[src/hw/rtl/dgn_pkg.sv]
// ----------------------------------------------------------------------------
// dgn_pkg
// Shared types, codes and helpers of the depth-to-grayscale normalizer.
// ----------------------------------------------------------------------------
package dgn_pkg;

   localparam int DEPTH_W = 32;
   localparam int COLOR_W = 16;
   localparam int MODE_W  = 2;
   localparam int GRAY_W  = 8;
   localparam int CSR_IDX_W = 1;

   // item modes
   localparam logic [MODE_W-1:0] MODE_CLEAR   = 2'd0;
   localparam logic [MODE_W-1:0] MODE_SCAN    = 2'd1;
   localparam logic [MODE_W-1:0] MODE_CONVERT = 2'd2;

   // register indexes
   localparam logic [CSR_IDX_W-1:0] CSR_EMPTY_THRESHOLD = 1'd0;
   localparam logic [CSR_IDX_W-1:0] CSR_BG_COLOR        = 1'd1;

   localparam logic signed [DEPTH_W-1:0] DEPTH_MOST_POS = 32'sh7FFF_FFFF;
   localparam logic signed [DEPTH_W-1:0] DEPTH_MOST_NEG = 32'sh8000_0000;
   localparam logic [COLOR_W-1:0] BG_COLOR_RESET = 16'h6330;
   localparam logic [DEPTH_W-1:0] Q16_ONE = 32'd65536;
   localparam logic [GRAY_W-1:0] GRAY_MAX = 8'd255;
   localparam int DIV_STEPS = GRAY_W;

   typedef struct packed {
      logic load;      // capture accepted transaction
      logic exec;      // update statistics or form diff and range
      logic prep;      // scale numerator, classify saturation
      logic div_step;  // one restoring divider step
      logic emit;      // write result register
   } cmd_type;

   typedef struct packed {
      logic is_convert;
      logic use_div;
   } sts_type;

   function automatic logic [COLOR_W-1:0] pack_gray(input logic [GRAY_W-1:0] g);
      return {g[7:3], g[7:2], g[7:3]};
   endfunction

endpackage

[src/hw/rtl/dgn_req_if.sv]
// ----------------------------------------------------------------------------
// dgn_req_if
// Request channel: mode and depth sample with valid/ready.
// ----------------------------------------------------------------------------
interface dgn_req_if;
   logic                                valid;
   logic                                ready;
   logic [dgn_pkg::MODE_W-1:0]          mode;
   logic signed [dgn_pkg::DEPTH_W-1:0]  depth;

   modport source (output valid, output mode, output depth, input ready);
   modport sink   (input valid, input mode, input depth, output ready);
endinterface

[src/hw/rtl/dgn_rsp_if.sv]
// ----------------------------------------------------------------------------
// dgn_rsp_if
// Response channel: RGB565 pixel and background flag with valid/ready.
// ----------------------------------------------------------------------------
interface dgn_rsp_if;
   logic                          valid;
   logic                          ready;
   logic [dgn_pkg::COLOR_W-1:0]   color;
   logic                          is_background;

   modport source (output valid, output color, output is_background, input ready);
   modport sink   (input valid, input color, input is_background, output ready);
endinterface

[src/hw/rtl/dgn_ctrl.sv]
// ----------------------------------------------------------------------------
// dgn_ctrl
// Sequencer: accepts a transaction, walks it through the datapath steps and
// owns the response valid flag.
// ----------------------------------------------------------------------------
module dgn_ctrl (
   input  logic              clock,
   input  logic              reset,
   input  logic              req_valid,
   output logic              req_ready,
   output logic              rsp_valid,
   input  logic              rsp_ready,
   input  dgn_pkg::sts_type  sts,
   output dgn_pkg::cmd_type  cmd
);

   typedef enum logic [4:0] {
      ST_IDLE = 5'b00001,
      ST_CALC = 5'b00010,
      ST_PREP = 5'b00100,
      ST_DIV  = 5'b01000,
      ST_EMIT = 5'b10000
   } state_type;

   localparam int CNT_W = $clog2(dgn_pkg::DIV_STEPS);

   state_type          state_ff, state_in;
   logic [CNT_W-1:0]   cnt_ff, cnt_in;
   logic               rsp_valid_ff, rsp_valid_in;
   logic               slot_free;

   assign slot_free = !rsp_valid_ff || rsp_ready;
   assign req_ready = (state_ff == ST_IDLE);
   assign rsp_valid = rsp_valid_ff;

   always_comb begin
      state_in     = state_ff;
      cnt_in       = cnt_ff;
      cmd          = '0;
      rsp_valid_in = rsp_valid_ff && !rsp_ready;
      case (state_ff)
         ST_IDLE: begin
            if (req_valid) begin
               cmd.load = 1'b1;
               state_in = ST_CALC;
            end
         end
         ST_CALC: begin
            cmd.exec = 1'b1;
            state_in = sts.is_convert ? ST_PREP : ST_IDLE;
         end
         ST_PREP: begin
            cmd.prep = 1'b1;
            cnt_in   = '0;
            state_in = ST_DIV;
         end
         ST_DIV: begin
            // skip the divider for background and saturated pixels
            if (!sts.use_div) begin
               state_in = ST_EMIT;
            end else begin
               cmd.div_step = 1'b1;
               cnt_in       = cnt_ff + 1'b1;
               if (cnt_ff == CNT_W'(dgn_pkg::DIV_STEPS - 1)) begin
                  state_in = ST_EMIT;
               end
            end
         end
         ST_EMIT: begin
            // hold until the result register can take the pixel
            if (slot_free) begin
               cmd.emit     = 1'b1;
               rsp_valid_in = 1'b1;
               state_in     = ST_IDLE;
            end
         end
         default: begin
            state_in = ST_IDLE;
         end
      endcase
   end

   always_ff @(posedge clock) begin
      if (reset) begin
         state_ff     <= ST_IDLE;
         cnt_ff       <= '0;
         rsp_valid_ff <= 1'b0;
      end else begin
         state_ff     <= state_in;
         cnt_ff       <= cnt_in;
         rsp_valid_ff <= rsp_valid_in;
      end
   end

endmodule

[src/hw/rtl/dgn_datapath.sv]
// ----------------------------------------------------------------------------
// dgn_datapath
// Registers, min/max statistics, range/diff arithmetic, 8-step restoring
// divider and RGB565 packing.
// ----------------------------------------------------------------------------
module dgn_datapath (
   input  logic                                 clock,
   input  logic                                 reset,
   input  dgn_pkg::cmd_type                     cmd,
   output dgn_pkg::sts_type                     sts,
   input  logic [dgn_pkg::MODE_W-1:0]           req_mode,
   input  logic signed [dgn_pkg::DEPTH_W-1:0]   req_depth,
   input  logic                                 csr_we,
   input  logic [dgn_pkg::CSR_IDX_W-1:0]        csr_index,
   input  logic [dgn_pkg::DEPTH_W-1:0]          csr_wdata,
   output logic [dgn_pkg::COLOR_W-1:0]          rsp_color,
   output logic                                 rsp_is_background
);

   localparam int DW = dgn_pkg::DEPTH_W;
   localparam int GW = dgn_pkg::GRAY_W;

   // control-state registers
   logic signed [DW-1:0]          thr_ff, thr_in;
   logic [dgn_pkg::COLOR_W-1:0]   bg_ff, bg_in;
   logic signed [DW-1:0]          min_ff, min_in;
   logic signed [DW-1:0]          max_ff, max_in;
   logic                          found_ff, found_in;

   // payload registers
   logic [dgn_pkg::MODE_W-1:0]    mode_ff, mode_in;
   logic signed [DW-1:0]          z_ff, z_in;
   logic signed [DW:0]            diff_ff, diff_in;
   logic [DW-1:0]                 range_ff, range_in;
   logic                          bg_sel_ff, bg_sel_in;
   logic                          use_div_ff, use_div_in;
   logic [DW-1:0]                 rem_ff, rem_in;
   logic [GW-1:0]                 numlo_ff, numlo_in;
   logic [GW-1:0]                 gray_ff, gray_in;
   logic [dgn_pkg::COLOR_W-1:0]   color_ff, color_in;
   logic                          isbg_ff, isbg_in;

   logic signed [DW:0]            diff_calc, range_calc;
   logic                          z_nonempty;
   logic                          diff_le0, diff_ge;
   logic [DW+GW-1:0]              num;
   logic [DW:0]                   r2, r2_sub;
   logic                          r2_ge;

   assign sts.is_convert = (mode_ff == dgn_pkg::MODE_CONVERT);
   assign sts.use_div    = use_div_ff;

   assign rsp_color         = color_ff;
   assign rsp_is_background = isbg_ff;

   assign z_nonempty = (z_ff > thr_ff);
   assign diff_calc  = {z_ff[DW-1], z_ff} - {min_ff[DW-1], min_ff};
   assign range_calc = {max_ff[DW-1], max_ff} - {min_ff[DW-1], min_ff};

   assign diff_le0 = diff_ff[DW] || (diff_ff == '0);
   assign diff_ge  = !diff_ff[DW] && (diff_ff[DW-1:0] >= range_ff);
   // diff * 255 as (diff << 8) - diff
   assign num = {diff_ff[DW-1:0], {GW{1'b0}}} - {{GW{1'b0}}, diff_ff[DW-1:0]};

   assign r2     = {rem_ff, numlo_ff[GW-1]};
   assign r2_sub = r2 - {1'b0, range_ff};
   assign r2_ge  = (r2 >= {1'b0, range_ff});

   always_comb begin
      thr_in     = thr_ff;
      bg_in      = bg_ff;
      min_in     = min_ff;
      max_in     = max_ff;
      found_in   = found_ff;
      mode_in    = mode_ff;
      z_in       = z_ff;
      diff_in    = diff_ff;
      range_in   = range_ff;
      bg_sel_in  = bg_sel_ff;
      use_div_in = use_div_ff;
      rem_in     = rem_ff;
      numlo_in   = numlo_ff;
      gray_in    = gray_ff;
      color_in   = color_ff;
      isbg_in    = isbg_ff;

      if (csr_we) begin
         case (csr_index)
            dgn_pkg::CSR_EMPTY_THRESHOLD: thr_in = csr_wdata;
            dgn_pkg::CSR_BG_COLOR:        bg_in  = csr_wdata[dgn_pkg::COLOR_W-1:0];
            default: begin
            end
         endcase
      end

      if (cmd.load) begin
         mode_in = req_mode;
         z_in    = req_depth;
      end

      if (cmd.exec) begin
         case (mode_ff)
            dgn_pkg::MODE_CLEAR: begin
               min_in   = dgn_pkg::DEPTH_MOST_POS;
               max_in   = dgn_pkg::DEPTH_MOST_NEG;
               found_in = 1'b0;
            end
            dgn_pkg::MODE_SCAN: begin
               // drop empty samples
               if (z_nonempty) begin
                  if (z_ff < min_ff) min_in = z_ff;
                  if (z_ff > max_ff) max_in = z_ff;
                  found_in = 1'b1;
               end
            end
            dgn_pkg::MODE_CONVERT: begin
               diff_in   = diff_calc;
               range_in  = (range_calc == '0) ? dgn_pkg::Q16_ONE : range_calc[DW-1:0];
               bg_sel_in = !found_ff || !z_nonempty;
            end
            default: begin
            end
         endcase
      end

      if (cmd.prep) begin
         rem_in     = num[DW+GW-1:GW];
         numlo_in   = num[GW-1:0];
         use_div_in = !bg_sel_ff && !diff_le0 && !diff_ge;
         gray_in    = (diff_ge && !diff_le0) ? dgn_pkg::GRAY_MAX : '0;
      end

      if (cmd.div_step) begin
         rem_in   = r2_ge ? r2_sub[DW-1:0] : r2[DW-1:0];
         numlo_in = {numlo_ff[GW-2:0], 1'b0};
         gray_in  = {gray_ff[GW-2:0], r2_ge};
      end

      if (cmd.emit) begin
         color_in = bg_sel_ff ? bg_ff : dgn_pkg::pack_gray(gray_ff);
         isbg_in  = bg_sel_ff;
      end
   end

   always_ff @(posedge clock) begin
      if (reset) begin
         thr_ff     <= dgn_pkg::DEPTH_MOST_NEG;
         bg_ff      <= dgn_pkg::BG_COLOR_RESET;
         min_ff     <= dgn_pkg::DEPTH_MOST_POS;
         max_ff     <= dgn_pkg::DEPTH_MOST_NEG;
         found_ff   <= 1'b0;
         mode_ff    <= dgn_pkg::MODE_CLEAR;
         use_div_ff <= 1'b0;
      end else begin
         thr_ff     <= thr_in;
         bg_ff      <= bg_in;
         min_ff     <= min_in;
         max_ff     <= max_in;
         found_ff   <= found_in;
         mode_ff    <= mode_in;
         use_div_ff <= use_div_in;
      end
   end

   always_ff @(posedge clock) begin
      z_ff      <= z_in;
      diff_ff   <= diff_in;
      range_ff  <= range_in;
      bg_sel_ff <= bg_sel_in;
      rem_ff    <= rem_in;
      numlo_ff  <= numlo_in;
      gray_ff   <= gray_in;
      color_ff  <= color_in;
      isbg_ff   <= isbg_in;
   end

endmodule

[src/hw/rtl/depth_to_grayscale_normalizer.sv]
// A convert transaction goes through CALC, PREP, DIV and EMIT after acceptance
// (background or saturated pixels skip the divider steps in DIV).
// A new request is accepted only in IDLE, after the previous one has left EMIT;
// clear and scan transactions produce no response.
// The response register lets the next request enter while a pixel waits.
// Reset (synchronous): statistics cleared, threshold most negative, bg 0x6330.
// ----------------------------------------------------------------------------
// depth_to_grayscale_normalizer
// Min/max depth normalization of Q15.16 depth samples to RGB565 gray pixels.
// ----------------------------------------------------------------------------
module depth_to_grayscale_normalizer (
   input  logic                                  clock,
   input  logic                                  reset,
   dgn_req_if.sink                               req,
   dgn_rsp_if.source                             rsp,
   input  logic                                  csr_we,
   input  logic [dgn_pkg::CSR_IDX_W-1:0]         csr_index,
   input  logic [dgn_pkg::DEPTH_W-1:0]           csr_wdata
);

   dgn_pkg::cmd_type  cmd;
   dgn_pkg::sts_type  sts;

   dgn_ctrl u_ctrl (
      .clock     (clock),
      .reset     (reset),
      .req_valid (req.valid),
      .req_ready (req.ready),
      .rsp_valid (rsp.valid),
      .rsp_ready (rsp.ready),
      .sts       (sts),
      .cmd       (cmd)
   );

   dgn_datapath u_datapath (
      .clock             (clock),
      .reset             (reset),
      .cmd               (cmd),
      .sts               (sts),
      .req_mode          (req.mode),
      .req_depth         (req.depth),
      .csr_we            (csr_we),
      .csr_index         (csr_index),
      .csr_wdata         (csr_wdata),
      .rsp_color         (rsp.color),
      .rsp_is_background (rsp.is_background)
   );

endmodule

[src/flat_wrapper.sv]
// flat-port wrapper written by rule: the top's interface ports become plain ports
module depth_to_grayscale_normalizer_flat 
  (clock, reset, csr_we, csr_index, csr_wdata, req_valid, req_mode, req_depth, req_ready, rsp_valid, rsp_color, rsp_is_background, rsp_ready);
  dgn_req_if req_i ();
  dgn_rsp_if rsp_i ();
  input  logic clock;
  input  logic reset;
  input  logic csr_we;
  input  logic [dgn_pkg::CSR_IDX_W-1:0] csr_index;
  input  logic [dgn_pkg::DEPTH_W-1:0] csr_wdata;
  input wire logic [$bits(req_i.valid)-1:0] req_valid;
  input wire logic [$bits(req_i.mode)-1:0] req_mode;
  input wire logic [$bits(req_i.depth)-1:0] req_depth;
  output wire logic [$bits(req_i.ready)-1:0] req_ready;
  output wire logic [$bits(rsp_i.valid)-1:0] rsp_valid;
  output wire logic [$bits(rsp_i.color)-1:0] rsp_color;
  output wire logic [$bits(rsp_i.is_background)-1:0] rsp_is_background;
  input wire logic [$bits(rsp_i.ready)-1:0] rsp_ready;
  assign req_i.valid = req_valid;
  assign req_i.mode = req_mode;
  assign req_i.depth = req_depth;
  assign req_ready = req_i.ready;
  assign rsp_valid = rsp_i.valid;
  assign rsp_color = rsp_i.color;
  assign rsp_is_background = rsp_i.is_background;
  assign rsp_i.ready = rsp_ready;
  depth_to_grayscale_normalizer u_core (.clock(clock), .reset(reset), .req(req_i), .rsp(rsp_i), .csr_we(csr_we), .csr_index(csr_index), .csr_wdata(csr_wdata));
endmodule
[config.mk]
export PLATFORM = sky130hd
export DESIGN_NAME = depth_to_grayscale_normalizer_flat
export DESIGN_NICKNAME = d
export VERILOG_FILES = /design/src/hw/rtl/dgn_pkg.sv /design/src/hw/rtl/dgn_req_if.sv /design/src/hw/rtl/dgn_rsp_if.sv /design/src/hw/rtl/dgn_ctrl.sv /design/src/hw/rtl/dgn_datapath.sv /design/src/hw/rtl/depth_to_grayscale_normalizer.sv /design/src/flat_wrapper.sv
export SDC_FILE = /design/constraint.sdc
export NUM_CORES = 1
export LEC_CHECK = 0
export BUFFER_PORTS_ARGS = -buffer_cell sky130_fd_sc_hd__buf_2
export CORE_MARGIN = 2
export CORE_UTILIZATION = 40
export CTS_BUF_LIST = sky130_fd_sc_hd__clkbuf_8
export CTS_CLUSTER_DIAMETER = 40
export DETAILED_ROUTE_END_ITERATION = 7
export PLACE_DENSITY = 0.66
export SETUP_SLACK_MARGIN = 0.15
export SLEW_MARGIN = 5
export SYNTH_ARGS = -nofsm -noshare
export SYNTH_HDL_FRONTEND = slang
export SYNTH_SLANG_ARGS = --single-unit
[constraint.sdc]
create_clock -name clock -period 7.92 [get_ports clock]
set_input_delay 0.396 -clock clock [delete_from_list [all_inputs] [get_ports clock]]
set_output_delay 0.396 -clock clock [all_outputs]
set_load 0.005 [all_outputs]
; After elaboration in Yosys (flattened, before gate mapping)
; Cells that the tools add are included.
[op_classes]
addsub = 5
n_lt_le_gt_ge = 5
n_eq_ne = 15
mux = 35
bitwise_logic = 1
reduce_logical = 30
[ops]
columns = operator, count
row1 = $mux W32, 7
row2 = $pmux W32 S2, 2
row3 = $logic_not A33 Y1, 2
row4 = $sub A32 B32 Y33, 2
row5 = $gt A32 B32 Y1, 2
row6 = $mux W8, 5
row7 = $sub A40 B32 Y40, 1
row8 = $ge A33 B32 Y1, 1
row9 = $ge A32 B32 Y1, 1
row10 = $lt A32 B32 Y1, 1
row11 = $sub A32 B32 Y32, 1
row12 = $pmux W5 S5, 1
row13 = $mux W5, 4
row14 = $mux W16, 1
row15 = $ne A2 B2 Y1 const B, 6
row16 = $mux W1, 11
row17 = $logic_not A1 Y1, 8
row18 = $reduce_and A2 Y1, 4
row19 = $reduce_and A4 Y1, 2
row20 = $mux W3, 2
row21 = $pmux W3 S2, 1
row22 = $reduce_and A3 Y1, 2
row23 = $reduce_bool A2 Y1, 3
row24 = $eq A5 B1 Y1 const B, 1
row25 = other kinds (14), 20
[totals]
regBits = 288
out_inout_bits = 19
elab_cells = 111

; Depth between registers and ports, before layout
[depth]
ltp_word = 7
depth_mapped = 14
ltp_nobuf = 13

; Hierarchy
; From an unflattened synthesis, not the netlist that was laid out.
[unflattened]
cells_unflattened = 2083
hier_area_um2 = 19289.8
[by_module_without_submodules]
columns = mod, instances, cells_each, area_each_um2, seq_area_each_um2
row1 = dgn_datapath, 1, 2036, 18829.3, 7206.9
row2 = dgn_ctrl, 1, 47, 460.4, 180.2

; Least setup slack after synthesis
; Ideal clock, no wire load.
[synth_timing]
path_kind = reg-to-reg
startpoint = register u_core.u_ctrl.state_ff[2]
endpoint = register u_core.u_ctrl.state_ff[0]
arrival_ns = 6.030
t_required_ns = 7.563
path_slack_ns = 1.532
stages_incl_launch_ff = 5
path_buffers = 0
cell_sequence = dfxtp_1 > nor2_1 > nand4bb_1 > nor3b_1 > o41ai_1
[synth_between]
elab_chain_len = 3
word_cells_on_any_way = 10
cone_classes = eq/ne: 8 / mux: 1 / reduce/logical: 1
[synth_lines]
columns = item, line_no
row1 = "start, declared", dgn_ctrl.sv:27  ; state_type state_ff, state_in;
row2 = "start signal, assigned", dgn_ctrl.sv:89  ; state_ff <= state_in;
row3 = $eq A5 B4 Y1 (tied with other cells), dgn_ctrl.sv:41  ; case (state_ff)
row4 = $ne A3 B3 Y1 (no line) / $ne A2 B2 Y1 (equally long branches), --
row5 = $reduce_and A3 Y1 (no line), --
; Several ways; a longest one is shown, not always the timed one.
; A chain may end at the register's enable or synchronous reset.

; Final worst setup path
[layout_timing]
startpoint = register u_core.u_datapath.z_ff[31]
endpoint = register u_core.u_datapath.min_ff[22]
[layout_between]
elab_chain_len = 3
word_cells_on_any_way = 5
cone_classes = order compare: 2 / eq/ne: 2 / reduce/logical: 1
[layout_lines]
columns = item, line_no
row1 = "start, declared", dgn_datapath.sv:32  ; logic signed [DW-1:0] z_ff, z_in;
row2 = "start signal, assigned", dgn_datapath.sv:166  ; z_ff <= z_in;
row3 = $lt A32 B32 Y1 / $gt A32 B32 Y1 (equally long branches), "dgn_datapath.sv:111, dgn_datapath.sv:56"
row4 = $ne A2 B2 Y1 (no line), --
row5 = $reduce_and A4 Y1 (no line) *, --
row6 = "end signal, assigned", dgn_datapath.sv:149  ; min_ff <= dgn_pkg::DEPTH_MOST_POS;
row7 = "end signal, assigned", dgn_datapath.sv:157  ; min_ff <= min_in;
row8 = "end, declared", dgn_datapath.sv:26  ; logic signed [DW-1:0] min_ff, min_in;
; Mark *: on every way between the ends. The rest lies on a longest branch, timed or not.

==> metrics.md <==
| Metric | Value |
|---|---|
| Status | finished clean |
| HPWL after detailed placement | around 39000 µm |
| Clk slew on worst S/H paths | 0.06 ns |
| Pint | ~2.5 mW |
| CP Launch Type | flip-flop |
| Commonest non-fill, non-tap cell in the layout | nand2_1 |
| CORE AREA | 49100 µm² |
| I/O pin count | 91 |
| Post-synth EDFFs | 162 |
| Fin. Hold Viols | 0 |
| RR Startpoint | u_core.u_datapath.z_ff[31] |
| Residual DRC count | 0 |
| CTS max path bufs | 3 |
| Crit path from | u_core.u_datapath.z_ff[31] |
| FILL cells | 4722 |
| ANT cells | 0 |
| Synthesized area per cell | around 9.2 µm² |
| Cell count after synthesis | 2171 |
| Worst Max-Slew Pin Slew | ~1.3 ns |
| Initial core utilization | between 40% and 50% |
| Vias per inst | 5.43 |
| R2R cell count | 10 |
| DRT Pass-1 Iters | 5 |
| Reg-to-reg slack, setup | about 3.6 ns |
| Ys Warns | 0 |
| Max_cap viols | 0 |
| Remaining antenna violation count after routing | 0 |
| Pwr/cell area | ~150 nW/µm² |
| Vias in the first global route | between 15000 and 20000 |
| Clock share of power | between 40 and 50% |
| FP Rows | 81 |
| Final setup viols | 0 |
| Top FF cell, synth | edfxtp_1 |
| Met3 GRT Util | 2.30% |
| Initial antenna violation count | 1 |
| DIE AREA | between 50000 and 60000 µm² |
| Crit-path max FO | 32 |
| Worst IR Drop VDD | approximately 0.20 mV |
| CTS root buf | clkbuf_8 |
| Slew headroom | 14.8% |
| First-pass GRT wire length | between 80000 and 90000 µm |
| FF-to-FF End | u_core.u_datapath.min_ff[22] |
| CP required | between 8 and 9 ns |
| Sequential share of the synthesized area | between 30% and 40% |
| Logic pwr share | under 10% |
| Critical Path End | u_core.u_datapath.min_ff[22] |
| Clock Latency Late Sink | roughly 0.6 ns |
| PnR Total Power | around 3.2 mW |
| GRT Total Usage | 19.6% |
| Routed WL per cell | roughly 17 µm |
| Multi-input gate area | approximately 11000 µm² |
| Slew Viols, Final | 0 |
| Min cycle time layout | around 4.3 ns |
| CTS Sinks | between 200 and 300 |
| Routability-driven placement congestion ratio | just under 0.9 |
| Final period util | between 50% and 60% |
| Largest net degree at the start of global routing | between 90 and 100 |
| Die Width | roughly 230 µm |
| P_leak | between 9 and 10 nW |
| Layout cells sized above 1 | 8.79% |
| M2 GR Usage | between 30% and 40% |
| Die height | around 230 µm |
| Grt total ovfl | 0 |
| Commonest non-fill, non-tap cells in the layout | nand2_1, ha_1, inv_1, a21oi_1, edfxtp_1 |
| Final wirelength | between 50000 and 60000 µm |
| Flop pwr share | 50.4% |
| Layout area overhead | 12.2% |
| Achievable Freq | around 0.23 GHz |
| Busiest grt layer | met2 |
| CTS buffer count | 48 |
| CTS tree | yes |
| Cell Area, Synth | 19900 µm² |
| Yosys cell types | 91 |
| Met1 GRT Util | between 20% and 30% |
| Post-Syn Nets | roughly 2500 |
| FF+latch count, synth | ~290 |
| Register Area | 7390 µm² |
| Hold Path Class | primary input to flip-flop |
| Clock tree skew after final layout | 0.0222 ns |
| Switching Fraction | between 20% and 30% |
| Final-stage net count | 2578 |
| IO buf count | 90 |
| Async set-reset flop share out of synthesis | 0% |
| RSZ-0062 raised after global routing | false |
| CP Class | flip-flop to flip-flop |
| DR vias | 16200 |
| H-Tree Depth | 2 |
| Setup_tns | 0 ns |
| Post-CTS sizing | 0 |
| Sw Pwr | around 0.80 mW |
| Hold Worst Slack | roughly 0.042 ns |
| Crit end category | flip-flop |
| Crit path DAT | a little under 5 ns |
| Initial DRC Count | roughly 900 |
[worst min path at each step]
stage	startpoint	to	slack (ns)	cells after the start
global route	csr_wdata[1]	u_core.u_datapath.thr_ff[1]	0.03	3
global placement	u_core.u_datapath.bg_ff[7]	u_core.u_datapath.bg_ff[7]	0.44	2
finish	csr_wdata[25]	u_core.u_datapath.thr_ff[25]	0.04	3
detailed placement	u_core.u_datapath.thr_ff[26]	u_core.u_datapath.thr_ff[26]	0.45	2
floorplan	u_core.u_datapath.bg_ff[5]	u_core.u_datapath.bg_ff[5]	0.43	2
CTS	csr_wdata[27]	u_core.u_datapath.thr_ff[27]	0.0006	3
[Yosys cell counts (13+ instances only)]
| cell | n | area share (%) |
|---|---|---|
| nor2_1 | 90 | 1.7 |
| nor3_1 | 24 | 0.60 |
| mux2i_1 | 69 | 3.5 |
| a21oi_1 | 191 | 4.8 |
| a21o_1 | 81 | 3.1 |
| xnor2_1 | 80 | 3.5 |
| nand3_1 | 29 | 0.73 |
| or3_1 | 13 | 0.41 |
| nor4_1 | 16 | 0.50 |
| a211oi_1 | 15 | 0.57 |
| nand2b_1 | 61 | 1.9 |
| edfxtp_1 | 162 | 24 |
| xor2_1 | 35 | 1.5 |
| nor2b_1 | 27 | 0.85 |
| nand4_1 | 42 | 1.3 |
| nand2_1 | 271 | 5.1 |
| o21ai_0 | 90 | 2.3 |
| and3_1 | 18 | 0.57 |
| clkbuf_1 | 57 | 1.1 |
| ha_1 | 220 | 14 |
| dfxtp_1 | 126 | 13 |
| o32a_1 | 31 | 1.6 |
| o21a_1 | 18 | 0.68 |
| inv_1 | 195 | 3.7 |
[timing repair]
action,4_1_cts,5_1_grt
setup buffers,0,0
hold buffers,36,0
hold endpoints to repair,36,0
[worst max-delay path: stages, from the launching register on]
cell and delay, ns:
edfxtp_1 0.50, ha_1 0.45, nand4_1 0.21, nor4_1 0.72, nor3b_1 0.44, a211oi_1 0.12
o21ai_0 0.18, a21oi_1 0.08, o21ai_0 0.37, a211o_1 0.87, o32a_1 0.31
[power by group through the flow]
stage	logic (mW)	registers (mW)	clock network [mW]
floorplan	0.170	1.66	0
global placement	0.236	1.67	0
detailed placement	0.244	1.67	0
CTS	0.259	1.64	1.38
global route	0.293	1.64	1.44
finish	0.261	1.64	1.35
[flip-flops by register name, indices dropped and copies added, names as in the netlist, 5 cells and up]
signal	count
u_core.u_datapath.range_ff	32
u_core.u_datapath.gray_ff	8
u_core.u_datapath.bg_ff	16
u_core.u_datapath.rsp_color	16
u_core.u_datapath.thr_ff	32
u_core.u_datapath.rem_ff	32
u_core.u_datapath.max_ff	32
u_core.u_datapath.diff_ff	33
u_core.u_ctrl.state_ff	5
u_core.u_datapath.min_ff	32
u_core.u_datapath.numlo_ff	8
u_core.u_datapath.z_ff	32
[routing by layer]
metal	wire [µm]	up-vias
met4	1790	0
met1	22500	7608
met2	24400	401
met3	2000	118
li1	-	8081
met5	0	-
[kinds of logic after synthesis]
group                    Yosys count  synth area share (%)
flip-flops                       288                  37.1
adder cells (fa/ha/maj)          223                  14.1
AND/OR/NAND/NOR                  641                  15.7
XOR/XNOR                         116                  5.15
multiplexers                      74                  3.76
buffers and inverters            270                  5.22
AO/OA/AOI/OAI                    559                  18.9
[through the flow]
step / area (µm²) / setup slack, ns / utilization (%) / instances
6_report: 22300 / 3.61 / 45.5 / 2985
5_1_grt: 22300 / 3.33 / 45.5 / 2985
4_1_cts: 22300 / 3.57 / 45.5 / 2985
3_5_place_dp: 21000 / 3.61 / 42.8 / 2861
3_3_place_gp: 21000 / 3.67 / 42.8 / 2861
2_1_floorplan: 19900 / 1.53 / - / 2171
[cell type report]
| cell class | count | share of cell area, % |
|---|---|---|
| clock inverters | 37 | 1.27 |
| clock buffers | 51 | 3.14 |
| inverters | 196 | 3.30 |
| multi-input cells | 1613 | 51.5 |
| repair buffers | 136 | 3.98 |
| flip-flops and latches | 288 | 33.1 |
| well taps | 664 | 3.72 |
No activity file was read; power rests on OpenSTA's default activity.
